==> src/hw/rtl/rcf_pkg.sv <==
// ----------------------------------------------------------------------------
// rcf_pkg - shared types and constants
// Geometry, kernel codes, register indexes and the job record passed from the
// front end to the filter back end.
// ----------------------------------------------------------------------------
package rcf_pkg;

  localparam int MAX_WIDTH   = 2048;
  localparam int MAX_HEIGHT  = 4096;
  localparam int COL_W       = $clog2(MAX_WIDTH);
  localparam int WEFF_W      = COL_W + 1;
  localparam int ROW_W       = $clog2(MAX_HEIGHT);
  localparam int HEFF_W      = ROW_W + 1;

  localparam int CH_W        = 8;
  localparam int PIX_W       = 3 * CH_W;
  localparam int WIN_N       = 9;

  localparam int OUT_COL_W   = 11;
  localparam int OUT_ROW_W   = 12;
  localparam int OUT_TDATA_W = 48;

  localparam int CFG_DATA_W  = 13;
  localparam int CFG_IDX_W   = 2;
  localparam int WIDTH_W     = 12;
  localparam int HEIGHT_W    = 13;

  localparam int FIFO_DEPTH  = 4;
  localparam int LEVEL_W     = $clog2(FIFO_DEPTH + 1);

  // floor(s / 9) == (s * DIV9_RECIP) >> DIV9_SHIFT for every box sum
  localparam int SUM_W       = 12;
  localparam int DIV9_RECIP  = 7282;
  localparam int DIV9_SHIFT  = 16;
  localparam int RECIP_W     = 13;
  localparam int ACC_W       = 12;

  localparam logic [1:0] MODE_BOX     = 2'd0;
  localparam logic [1:0] MODE_EDGE    = 2'd1;
  localparam logic [1:0] MODE_SHARPEN = 2'd2;

  localparam logic [CFG_IDX_W-1:0] REG_MODE   = 2'd0;
  localparam logic [CFG_IDX_W-1:0] REG_WIDTH  = 2'd1;
  localparam logic [CFG_IDX_W-1:0] REG_HEIGHT = 2'd2;

  typedef logic [PIX_W-1:0] pixel_t;
  typedef pixel_t win_t [WIN_N];

  typedef struct packed {
    pixel_t [WIN_N-1:0]     win;
    logic [OUT_COL_W-1:0]   col;
    logic [OUT_ROW_W-1:0]   row;
    logic                   last;
  } job_t;

endpackage

==> src/hw/rtl/rcf_back.sv <==
// ----------------------------------------------------------------------------
// rcf_back - kernel datapath
// Two-stage filter: window sums and kernel terms, then divide by nine or
// clamp, into the result register.
// ----------------------------------------------------------------------------
module rcf_back (
  input  logic                            clk,
  input  logic                            rst_n,
  input  logic [1:0]                      mode,
  input  logic                            job_valid,
  input  rcf_pkg::job_t                   job,
  output logic                            job_pop,
  output logic                            out_tvalid,
  input  logic                            out_tready,
  output logic [rcf_pkg::OUT_TDATA_W-1:0] out_tdata,
  output logic                            out_tlast
);
  import rcf_pkg::*;

  localparam int PROD_W = SUM_W + RECIP_W;

  logic                     s1_valid_r;
  logic                     s1_box_r;
  logic [SUM_W-1:0]         s1_sum_r [3];
  logic signed [ACC_W-1:0]  s1_acc_r [3];
  logic [OUT_COL_W-1:0]     s1_col_r;
  logic [OUT_ROW_W-1:0]     s1_row_r;
  logic                     s1_last_r;
  logic                     s1_ready;
  logic                     s2_ready;

  logic [SUM_W-1:0]         sum_nxt [3];
  logic signed [ACC_W-1:0]  acc_nxt [3];
  logic [CH_W-1:0]          ch_nxt [3];

  logic                     out_valid_r;
  logic [OUT_TDATA_W-1:0]   out_data_r;
  logic                     out_last_r;

  function automatic logic [SUM_W-1:0] chan(input pixel_t p, input int k);
    return SUM_W'(p[k*CH_W +: CH_W]);
  endfunction

  assign s2_ready = !out_valid_r || out_tready;
  assign s1_ready = !s1_valid_r || s2_ready;
  assign job_pop  = job_valid && s1_ready;

  always_comb begin
    logic [SUM_W-1:0] c;
    logic [SUM_W-1:0] nbr;
    logic signed [ACC_W:0] t;
    for (int k = 0; k < 3; k++) begin
      c   = chan(job.win[4], k);
      nbr = chan(job.win[1], k) + chan(job.win[3], k) +
            chan(job.win[5], k) + chan(job.win[7], k);
      sum_nxt[k] = nbr + c + chan(job.win[0], k) + chan(job.win[2], k) +
                   chan(job.win[6], k) + chan(job.win[8], k);
      if (mode == MODE_EDGE) begin
        t = $signed({1'b0, SUM_W'(c * SUM_W'(9))}) - $signed({1'b0, sum_nxt[k]});
      end else begin
        t = $signed({1'b0, SUM_W'(c * SUM_W'(5))}) - $signed({1'b0, nbr});
      end
      acc_nxt[k] = ACC_W'(t);
    end
  end

  always_ff @(posedge clk) begin
    if (!rst_n) begin
      s1_valid_r <= 1'b0;
    end else if (s1_ready) begin
      s1_valid_r <= job_valid;
    end
  end

  always_ff @(posedge clk) begin
    if (job_pop) begin
      s1_box_r  <= !(mode == MODE_EDGE || mode == MODE_SHARPEN);
      s1_sum_r  <= sum_nxt;
      s1_acc_r  <= acc_nxt;
      s1_col_r  <= job.col;
      s1_row_r  <= job.row;
      s1_last_r <= job.last;
    end
  end

  always_comb begin
    logic [PROD_W-1:0] prod;
    for (int k = 0; k < 3; k++) begin
      prod = PROD_W'(s1_sum_r[k]) * PROD_W'(DIV9_RECIP);
      if (s1_box_r) begin
        ch_nxt[k] = CH_W'(prod >> DIV9_SHIFT);
      end else if (s1_acc_r[k] < 0) begin
        ch_nxt[k] = '0;
      end else if (s1_acc_r[k] > ACC_W'(255)) begin
        ch_nxt[k] = '1;
      end else begin
        ch_nxt[k] = CH_W'(s1_acc_r[k]);
      end
    end
  end

  always_ff @(posedge clk) begin
    if (!rst_n) begin
      out_valid_r <= 1'b0;
    end else if (s2_ready) begin
      out_valid_r <= s1_valid_r;
    end
  end

  always_ff @(posedge clk) begin
    if (s2_ready && s1_valid_r) begin
      out_data_r <= {1'b0, s1_row_r, s1_col_r, ch_nxt[2], ch_nxt[1], ch_nxt[0]};
      out_last_r <= s1_last_r;
    end
  end

  assign out_tvalid = out_valid_r;
  assign out_tdata  = out_data_r;
  assign out_tlast  = out_last_r;

  a_s1_hold: assert property (@(posedge clk) disable iff (!rst_n)
    (s1_valid_r && !s2_ready) |=> s1_valid_r)
    else $error("kernel stage dropped a job under stall");

  a_no_pop_stalled: assert property (@(posedge clk) disable iff (!rst_n)
    (s1_valid_r && !s2_ready) |-> !job_pop)
    else $error("job taken while kernel stage stalled");

endmodule

==> config.mk <==
export PLATFORM = sky130hd
export DESIGN_NAME = rcf_back
export DESIGN_NICKNAME = d
export VERILOG_FILES = /design/src/hw/rtl/rcf_pkg.sv /design/src/hw/rtl/rcf_back.sv
export SDC_FILE = /design/constraint.sdc
export NUM_CORES = 1
export LEC_CHECK = 0
export BUFFER_PORTS_ARGS = -buffer_cell sky130_fd_sc_hd__buf_2
export CAP_MARGIN = 20
export CORE_MARGIN = 2
export CORE_UTILIZATION = 50
export CTS_BUF_LIST = sky130_fd_sc_hd__clkbuf_2 sky130_fd_sc_hd__clkbuf_4 sky130_fd_sc_hd__clkbuf_8
export CTS_CLUSTER_DIAMETER = 80
export DETAILED_ROUTE_END_ITERATION = 6
export PLACE_DENSITY = 0.7
export SLEW_MARGIN = 0
export SYNTH_ARGS = -nofsm -noshare
export SYNTH_HDL_FRONTEND = slang
export SYNTH_SLANG_ARGS = --single-unit
==> constraint.sdc <==
create_clock -name clk -period 11.5 [get_ports clk]
set_input_delay 0.575 -clock clk [delete_from_list [all_inputs] [get_ports clk]]
set_output_delay 0.575 -clock clk [all_outputs]
set_load 0.05 [all_outputs]
==> results of run 1 <==
metal layers:
layer  track usage, %  wire length [um]  vias up
met2             40.5             24600      284
met5                0                 0        -
met3             2.71              1640       55
met4             4.95               726        0
met1             24.8             18300     7414
li1                 -                 -     7381
worst max-delay path: cells and delay by family:
family / cells / cell delay, ps
xor gates and xnor gates: 3 / 620
adders and majority gates: 12 / 4600
AOI/OAI and AO/OA: 7 / 1260
muxes: 1 / 90
and+or+nand+nor: 4 / 630
buffers and inverters: 4 / 210
cell type report:
class                           instances  area [um2]  area share (%)
Inverter                              576        2160            8.96
Clock inverter                         13         175           0.726
Clock buffer                           19         249            1.03
Multi-Input combinational cell       1353       14900            62.0
Sequential cell                       147        4390            18.2
Tap cell                              546         683            2.83
Timing Repair Buffer                  300        1510            6.28
registers in the layout, indices dropped and copies added (netlist names):
signal / count
out_tdata: 47
s1_acc_r: 36
s1_sum_r: 36
s1_row_r: 12
s1_col_r: 11
out_tlast: 1
out_tvalid: 1
s1_box_r: 1
s1_last_r: 1
s1_valid_r: 1
synthesized netlist by cell type, types with 3 or more instances:
master,count
sky130_fd_sc_hd__a31oi_1,4
sky130_fd_sc_hd__o21ai_1,3
sky130_fd_sc_hd__mux2i_1,5
sky130_fd_sc_hd__nand2b_1,9
sky130_fd_sc_hd__a211o_1,11
sky130_fd_sc_hd__o211ai_1,4
sky130_fd_sc_hd__o21ai_0,57
sky130_fd_sc_hd__a21boi_0,5
sky130_fd_sc_hd__o31ai_1,12
sky130_fd_sc_hd__or2_2,4
sky130_fd_sc_hd__nand2_1,51
sky130_fd_sc_hd__nor3_1,22
sky130_fd_sc_hd__nand3_1,17
sky130_fd_sc_hd__o21a_1,7
sky130_fd_sc_hd__nor2b_1,8
sky130_fd_sc_hd__ha_1,421
sky130_fd_sc_hd__a211oi_1,6
sky130_fd_sc_hd__fa_1,273
sky130_fd_sc_hd__nand4_1,9
sky130_fd_sc_hd__and3_1,5
sky130_fd_sc_hd__nor2_1,72
sky130_fd_sc_hd__nor3b_1,3
sky130_fd_sc_hd__a21o_1,34
sky130_fd_sc_hd__a41oi_1,4
sky130_fd_sc_hd__or3_1,21
sky130_fd_sc_hd__xnor2_1,94
sky130_fd_sc_hd__o21bai_1,21
sky130_fd_sc_hd__a2111oi_2,5
sky130_fd_sc_hd__edfxtp_1,145
sky130_fd_sc_hd__mux2_2,7
sky130_fd_sc_hd__inv_1,576
sky130_fd_sc_hd__xor2_1,29
sky130_fd_sc_hd__o41ai_1,3
sky130_fd_sc_hd__clkbuf_1,12
sky130_fd_sc_hd__a21oi_1,103
kinds of logic (layout without fill, tap and decap cells):
group | after synthesis | after routing
adder cells (fa/ha/maj) | 694 | 694
buffers and inverters | 591 | 908
multiplexers | 12 | 12
AND/OR/NAND/NOR | 224 | 224
flip-flops | 147 | 147
other | 1 | 1
XOR/XNOR | 123 | 123
AO/OA/AOI/OAI | 299 | 299
how the worst max path moves through the flow:
stage                    start           end  slack [ps]  cells past startpoint
floorplan           out_tvalid   s1_acc_r[0]        1960                      2
global placement       job[49]  s1_acc_r[35]        3410                     30
detailed placement     job[57]  s1_acc_r[23]        3250                     30
CTS                    job[49]  s1_acc_r[34]        3750                     30
global route           job[49]  s1_acc_r[34]        3290                     31
finish                 job[49]  s1_acc_r[34]        3680                     31
cell usage in the layout, fill, tap and decap left out, drive strengths merged, types with 8 or more instances in the layout:
master	n
or3	21
o21ai	61
nand2	51
a211o	11
buf	300
nor2	72
xor2	29
xnor2	94
fa	273
nand2b	9
a21o	34
inv	582
o21bai	21
nor3	22
o31ai	12
nand3	17
nor2b	8
nand4	9
ha	421
edfxtp	145
clkbuf	19
a21oi	105
metrics by stage:
| step | cell area [um2] | hold slack [ps] |
|---|---|---|
| floorplan | 21500 | 400 |
| detailed placement | 23700 | 405 |
| global placement | 23700 | 401 |
| CTS | 24100 | 246 |
| global route | 24100 | 249 |
| finish | 24100 | 289 |
==> impl_metrics.py, run 1 <==
metrics = {
    "timing": {
        "tns_ps": 0,
        "maxSlewViolCount": 0,
        "worst_pin_slew_ps": 755,
        "rsz_0062_raised_after_global_routing": "no",
        "fin_crit_sh_pct": 68.0,
        "hold_viol": 0,
        "setup_ws_ps": 3680,
        "layout_min_cycle_time_ps": 7820,
        "finalSetupViolations": 0,
        "final.setup_skew_ps": 31.6,
        "max_clock_freq_mhz": 128,
        "maxSlewHeadroom_pct": 49.7,
    },
    "placed_design": {
        "placed_cell_count": 2922,
        "portBuffers": 295,
        "finalWeightedCongestion": 0.917,
        "place_ws_ps": 3250,
        "place.detailed.hpwl_um": 39600,
    },
    "cts": {
        "path_clk_slew_ps": 90,
        "total_cts_buffers": 17,
        "numClockSinks": 147,
        "clock_path_buffers": 2,
        "post_cts.resized_instances": 0,
        "clk-insertion-delay-late_ps": 480,
        "post_cts_buffers": 0,
        "postCtsHoldBufs": 0,
        "tritoncts": "done",
        "ctsHtreeMaxLevel": 4,
        "cts_root_buffer": "sky130_fd_sc_hd__clkbuf_8",
    },
    "final_layout": {
        "nFillCells": 3764,
        "antenna_cells_inserted": 0,
        "final_cells": 2954,
        "final_layout_size_suffix_gt1_share_pct": 14.8,
        "postLayoutCoreUtil_pct": 56.4,
        "syn_to_final_growth_pct": 12.0,
        "finalNetCount": 3335,
    },
    "grt": {
        "maximum_number_of_pins_on_one_net_before_global_route_repair": 67,
        "grt_overflow": 0,
        "grt_pass1_wl_um": 75900,
        "antenna_found_initial": 0,
        "grt.total_usage_pct": 21.1,
        "via_count_of_the_first_global_routing_pass": 16500,
    },
    "job": {
        "max_cap_viol_count": 0,
    },
    "worst_setup_path": {
        "max_stage_delay_ps": 530,
        "worstSetupStartpointType": "primary input",
        "worstReg2RegStart": "s1_sum_r[7]",
        "critical-path-slowest-cell": "sky130_fd_sc_hd__fa_1",
        "arrival_ps": 8000,
        "ff2ff_setup_slack_ps": 6440,
        "crit-reg2reg-capture": "out_tdata[23]",
        "r2r_cells": 15,
        "critPathMaxFanout": 4,
        "cp_data_required_time_ps": 11690,
        "criticalPathCategory": "in -> reg",
        "crit_path_end_kind": "flip-flop",
    },
    "synthesis": {
        "synth_simple_gate_area_share_pct": 4.90,
        "synth.area.mux_share_pct": 0.598,
        "postSynthCellCount": 2091,
        "synth_xor_area_share_pct": 5.00,
        "post_synth.cell_area_avg_um2": 10.3,
        "synth_cell_types": 56,
        "synth_enable_flop_cells": 145,
        "synth_compound_area_share_pct": 8.96,
        "largest_family_of_logic_cells_by_synthesized_area": "adder cells",
        "synth_top_cell_area_share_pct": 25.4,
        "ys_seq_area_share_pct": 20.4,
        "yosysWarningCount": 0,
        "synth.top_cells.by_area": "sky130_fd_sc_hd__fa_1 (25%), sky130_fd_sc_hd__ha_1 (24%), sky130_fd_sc_hd__edfxtp_1 (20%)",
        "synth_top_flop_cell": "sky130_fd_sc_hd__edfxtp_1",
        "post_synthesis_share_of_cell_area_spent_on_full_adders_half_adders_and_majority_gates_pct": 49.8,
        "ys_async_sr_fraction_pct": 0,
        "yosys_register_bits": 147,
        "post_synth_instance_area_mm2": 0.0215,
        "netlist.top_cell.by_area": "sky130_fd_sc_hd__fa_1",
        "synth.net_count": 3031,
    },
    "routing": {
        "initialDrtViolationCount": 642,
        "drtAntennaViolNets": 0,
        "routed_wirelength_um": 45200,
        "drt_drc_violations_left": 0,
        "drtPass1Iterations": 5,
        "dr_total_vias": 15100,
        "post_drt_via_cell_ratio": 5.12,
        "route.detailed.wl_per_inst_um": 15.3,
    },
    "die": {
        "die-width_um": 212,
        "die_area_mm2": 0.0448,
        "die_height_um": 212,
        "floorplan_core_area_mm2": 0.0428,
        "floorplan.initialDensity_pct": 50.3,
        "boundaryPins": 297,
        "core.rowCount": 76,
    },
    "status": {
        "run_status": "complete, no violations",
    },
    "worst_hold_path": {
        "hold-path-endpoint": "s1_col_r[0]",
        "hold_removal_path_class": "in -> reg",
        "hold-path-cell-count": 1,
        "hp-start": "job[13]",
    },
}
Power of run 1 is left out: the tool's default activity adds up to more than one toggle a clock period on the data nets, which glitch-free logic cannot reach.
==> run 2, diff against run 1 <==
==> constraint.sdc (replaced) <==
create_clock -name clk -period 7.5 [get_ports clk]
set_input_delay 0.375 -clock clk [delete_from_list [all_inputs] [get_ports clk]]
set_output_delay 0.375 -clock clk [all_outputs]
set_load 0.05 [all_outputs]
==> impl_metrics.py, run 2 (same netlist as run 1, synthesis figures left out) <==
metrics = {
    "final_layout": {
        "antenna_cells_inserted": 0,
        "final_layout_size_suffix_gt1_share_pct": 21.1,
        "nFillCells": 3577,
        "postLayoutCoreUtil_pct": 59.1,
        "multi_input_comb_area_mm2": 0.0153,
        "mostFrequentLayoutCell": "sky130_fd_sc_hd__inv_1",
        "finalNetCount": 3448,
        "ff_latch_area_mm2": 0.00439,
        "max_reg_flops": 47,
        "layout_common_cells": "sky130_fd_sc_hd__inv_1 (576), sky130_fd_sc_hd__ha_1 (411), sky130_fd_sc_hd__buf_2 (295)",
        "syn_to_final_growth_pct": 17.4,
    },
    "die": {
        "die_area_mm2": 0.0448,
        "floorplan.initialDensity_pct": 50.3,
        "die_height_um": 212,
        "boundaryPins": 297,
        "die-width_um": 212,
        "core.rowCount": 76,
        "floorplan_core_area_mm2": 0.0428,
    },
    "worst_setup_path": {
        "cp.buffers_inverters": 5,
        "critical-path-slowest-cell": "sky130_fd_sc_hd__fa_1",
        "r2r_cells": 15,
        "critPathMaxFanout": 2,
        "crit_path_end_kind": "flip-flop",
        "worstSetupStartpointType": "primary input",
        "criticalPathCategory": "in -> reg",
        "ff2ff_setup_slack_ps": 2350,
        "cp_top_family": "adder cells",
        "cp_data_required_time_ps": 7730,
        "worstReg2RegStart": "s1_sum_r[8]",
        "crit-reg2reg-capture": "out_tdata[20]",
        "arrival_ps": 7500,
        "max_stage_delay_ps": 550,
    },
    "cts": {
        "clk-insertion-delay-late_ps": 490,
        "cts_root_buffer": "sky130_fd_sc_hd__clkbuf_8",
        "path_clk_slew_ps": 100,
        "numClockSinks": 147,
        "ctsHtreeMaxLevel": 4,
        "clock_path_buffers": 2,
        "tritoncts": "done",
        "total_cts_buffers": 17,
    },
    "worst_hold_path": {
        "hold-path-cell-count": 1,
        "hold_removal_path_class": "in -> reg",
        "hold-path-endpoint": "s1_row_r[1]",
        "hp-start": "job[2]",
    },
    "routing": {
        "drtPass1Iterations": 5,
        "dr_total_vias": 15600,
        "drtAntennaViolNets": 0,
        "post_drt_via_cell_ratio": 5.07,
        "routed_wirelength_um": 45700,
        "initialDrtViolationCount": 545,
        "drt_drc_violations_left": 0,
        "route.detailed.wl_per_inst_um": 14.9,
    },
    "status": {
        "run_status": "complete, no violations",
    },
    "timing": {
        "fin_worst_hold_slack_ps": 61.6,
        "max_clock_freq_mhz": 138,
        "tns_ps": 0,
        "hold_viol": 0,
        "setup_ws_ps": 229,
        "maxSlewHeadroom_pct": 41.2,
        "layout_min_cycle_time_ps": 7270,
        "final.setup_skew_ps": 16.7,
        "finalSetupViolations": 0,
        "maxSlewViolCount": 0,
        "worst_pin_slew_ps": 882,
        "fin_crit_sh_pct": 97.0,
    },
    "placed_design": {
        "portBuffers": 295,
        "finalWeightedCongestion": 0.905,
        "place_ws_ps": -467,
        "place.detailed.hpwl_um": 39700,
    },
    "grt": {
        "maximum_number_of_pins_on_one_net_before_global_route_repair": 67,
        "grt_pass1_wl_um": 75600,
        "grt_overflow": 0,
        "via_count_of_the_first_global_routing_pass": 16300,
        "antenna_found_initial": 0,
        "grt.total_usage_pct": 21.2,
    },
    "job": {
        "max_cap_viol_count": 0,
    },
}
[run 2: how the worst max path moves through the flow]
stage	from	end	slack (ps)	depth (start not counted)
after floorplan	job[49]	s1_acc_r[35]	10	29
after global placement	job[65]	s1_acc_r[11]	-360	30
after detailed placement	job[65]	s1_acc_r[11]	-470	30
after CTS	job[65]	s1_acc_r[11]	60	30
after global routing	job[65]	s1_acc_r[10]	-110	32
final	job[65]	s1_acc_r[11]	230	33
[run 2: layout make-up]
cell class / count / area share, %
Tap cell: 546 / 2.70
Timing Repair Buffer: 413 / 9.35
Clock buffer: 18 / 0.980
Inverter: 576 / 8.55
Clock inverter: 14 / 0.648
Sequential cell: 147 / 17.4
Multi-Input combinational cell: 1353 / 60.4
[run 2: through the flow]
step | instances | instance area [um2]
final | 3067 | 25300
after detailed placement | 3032 | 24500
after floorplan | 2091 | 21500
after CTS | 3065 | 25000
after global routing | 3067 | 25300
after global placement | 3032 | 24500
[run 2: worst reg2reg max path: stages, from the launching register on]
cell and delay, ps:
sky130_fd_sc_hd__edfxtp_1 550, sky130_fd_sc_hd__fa_1 510, sky130_fd_sc_hd__ha_1 310, sky130_fd_sc_hd__inv_1 50
sky130_fd_sc_hd__fa_1 460, sky130_fd_sc_hd__fa_1 510, sky130_fd_sc_hd__inv_1 60, sky130_fd_sc_hd__fa_1 480
sky130_fd_sc_hd__ha_1 320, sky130_fd_sc_hd__nand4_1 140, sky130_fd_sc_hd__nor2_1 160, sky130_fd_sc_hd__nand3_1 130
sky130_fd_sc_hd__a31oi_1 610, sky130_fd_sc_hd__o21ai_0 240, sky130_fd_sc_hd__nor3b_1 190, sky130_fd_sc_hd__o22ai_1 220
[run 2: metal layers]
| layer | GRT usage, % | share of wire (%) |
|---|---|---|
| met1 | 25.5 | 41 |
| met2 | 39.4 | 53 |
| met3 | 2.51 | 3.7 |
| met4 | 6.53 | 2.4 |
| met5 | 0 | 0 |
[run 2: timing repair]
action,4_1_cts,5_1_grt
buffers inserted,0,2
endpoints found under the setup margin,0,12
gates resized for setup,0,65
hold buffers,1,0
hold endpoints to repair,1,0
Power of run 2 is left out for the same reason.
==> run 3, diff against run 2 <==
--- a/config.mk
+++ b/config.mk
@@ -5,7 +5,7 @@
 export SDC_FILE = /design/constraint.sdc
 export NUM_CORES = 1
 export LEC_CHECK = 0
-export BUFFER_PORTS_ARGS = -buffer_cell sky130_fd_sc_hd__buf_2
+export BUFFER_PORTS_ARGS = -buffer_cell sky130_fd_sc_hd__buf_4
 export CAP_MARGIN = 20
 export CORE_MARGIN = 2
 export CORE_UTILIZATION = 50
==> impl_metrics.py, run 3 (same netlist as run 1, synthesis figures left out) <==
metrics = {
    "routing": {
        "drt_drc_violations_left": 0,
        "routed_wirelength_um": 47500,
        "initialDrtViolationCount": 532,
        "dr_total_vias": 15500,
        "drtPass1Iterations": 5,
        "drtAntennaViolNets": 0,
        "post_drt_via_cell_ratio": 5.06,
        "route.detailed.wl_per_inst_um": 15.5,
    },
    "die": {
        "floorplan.initialDensity_pct": 50.3,
        "die_height_um": 212,
        "die_area_mm2": 0.0448,
        "core.rowCount": 76,
        "boundaryPins": 297,
        "floorplan_core_area_mm2": 0.0428,
        "die-width_um": 212,
    },
    "worst_hold_path": {
        "hold_removal_path_class": "in -> reg",
        "hp-start": "job[10]",
        "hold-path-endpoint": "s1_row_r[9]",
        "hold-path-cell-count": 1,
    },
    "cts": {
        "cts_root_buffer": "sky130_fd_sc_hd__clkbuf_8",
        "path_clk_slew_ps": 100,
        "total_cts_buffers": 17,
        "postCtsHoldBufs": 0,
        "tritoncts": "done",
        "clk-insertion-delay-late_ps": 500,
        "clock_path_buffers": 2,
        "ctsHtreeMaxLevel": 4,
        "numClockSinks": 147,
    },
    "final_layout": {
        "max_reg_flops": 47,
        "nFillCells": 3539,
        "syn_to_final_growth_pct": 20.7,
        "antenna_cells_inserted": 0,
        "final_layout_size_suffix_gt1_share_pct": 21.2,
        "layout_common_cells": "sky130_fd_sc_hd__inv_1 (575), sky130_fd_sc_hd__buf_4 (415), sky130_fd_sc_hd__ha_1 (411)",
        "mostFrequentLayoutCell": "sky130_fd_sc_hd__inv_1",
        "finalNetCount": 3450,
    },
    "grt": {
        "grt.total_usage_pct": 21.9,
        "antenna_found_initial": 0,
        "via_count_of_the_first_global_routing_pass": 16800,
        "maximum_number_of_pins_on_one_net_before_global_route_repair": 67,
        "grt_pass1_wl_um": 78000,
        "grt_overflow": 0,
    },
    "status": {
        "run_status": "complete, no violations",
    },
    "worst_setup_path": {
        "critPathLaunch": "job[49]",
        "max_stage_delay_ps": 540,
        "worstSetupStartpointType": "primary input",
        "critical-path-slowest-cell": "sky130_fd_sc_hd__fa_1",
        "crit_path_frequent_cell": "sky130_fd_sc_hd__ha_1",
        "cp_data_required_time_ps": 7860,
        "critPathMaxFanout": 3,
        "r2r_cells": 15,
        "arrival_ps": 7620,
        "ff2ff_setup_slack_ps": 2510,
        "worstReg2RegStart": "s1_sum_r[1]",
        "criticalPathCategory": "in -> reg",
        "crit-reg2reg-capture": "out_tdata[23]",
        "crit_path_end_kind": "flip-flop",
    },
    "timing": {
        "final.setup_skew_ps": 15.5,
        "maxSlewViolCount": 0,
        "maxSlewHeadroom_pct": 46.5,
        "worst_pin_slew_ps": 801,
        "fin_worst_hold_slack_ps": 47.7,
        "layout_min_cycle_time_ps": 7260,
        "rsz_0062_raised_after_global_routing": "yes",
        "hold_viol": 0,
        "max_clock_freq_mhz": 138,
        "finalSetupViolations": 0,
        "fin_crit_sh_pct": 96.7,
    },
    "job": {
        "max_cap_viol_count": 0,
    },
    "placed_design": {
        "place.detailed.hpwl_um": 40900,
        "finalWeightedCongestion": 0.910,
        "portBuffers": 295,
    },
}
==> run 3: worst max path at each step <==
stage	to	slack, ps
after global placement	s1_acc_r[11]	-310
final	s1_acc_r[35]	240
after global routing	s1_acc_r[34]	-100
after CTS	s1_acc_r[11]	2
after detailed placement	s1_acc_r[11]	-540
after floorplan	s1_acc_r[35]	10
==> run 3: per-layer routing <==
metal	up-vias	global-route usage, %	share of wire [%]
met4	0	6.24	2.2
met5	-	0	0
met1	7616	24.9	39
li1	7620	-	-
met3	60	2.86	3.5
met2	244	42.6	55
==> run 3: area by class of cell <==
cell class              instances  area [um2]  area share, %
repair buffers                415        3120           12.0
flip-flops and latches        147        4390           16.9
well taps                     546         683           2.63
inverters                     576        2160           8.32
clock inverters                15         135          0.520
multi-input cells            1353       15300           58.7
clock buffers                  17         234          0.900
==> run 3: worst max-delay path: cells and delay by family <==
| family | cells | cell delay [ps] |
|---|---|---|
| XOR/XNOR | 2 | 410 |
| AND/OR/NAND/NOR | 4 | 970 |
| buffers and inverters | 4 | 230 |
| AO/OA/AOI/OAI | 9 | 1440 |
| adder cells (fa/ha/maj) | 11 | 4170 |
==> run 3: metrics by stage <==
step           setup WS (ps)  area [um2]  util, %  std cells  setup TNS (ps)
6_report                 244       26000     60.7       3069               0
5_1_grt                -95.0       26000     60.7       3069            -201
4_1_cts                 2.06       25600     59.9       3063               0
3_5_place_dp            -536       25300     59.0       3031           -4800
3_3_place_gp            -315       25300     59.0       3031           -2720
2_1_floorplan           14.3       21500        -       2091               0
==> run 3: what timing repair did <==
| item | CTS | global route |
|---|---|---|
| buffers inserted | 0 | 6 |
| gates resized for setup | 0 | 64 |
| setup endpoints to repair | 0 | 13 |
Power of run 3 is left out for the same reason.
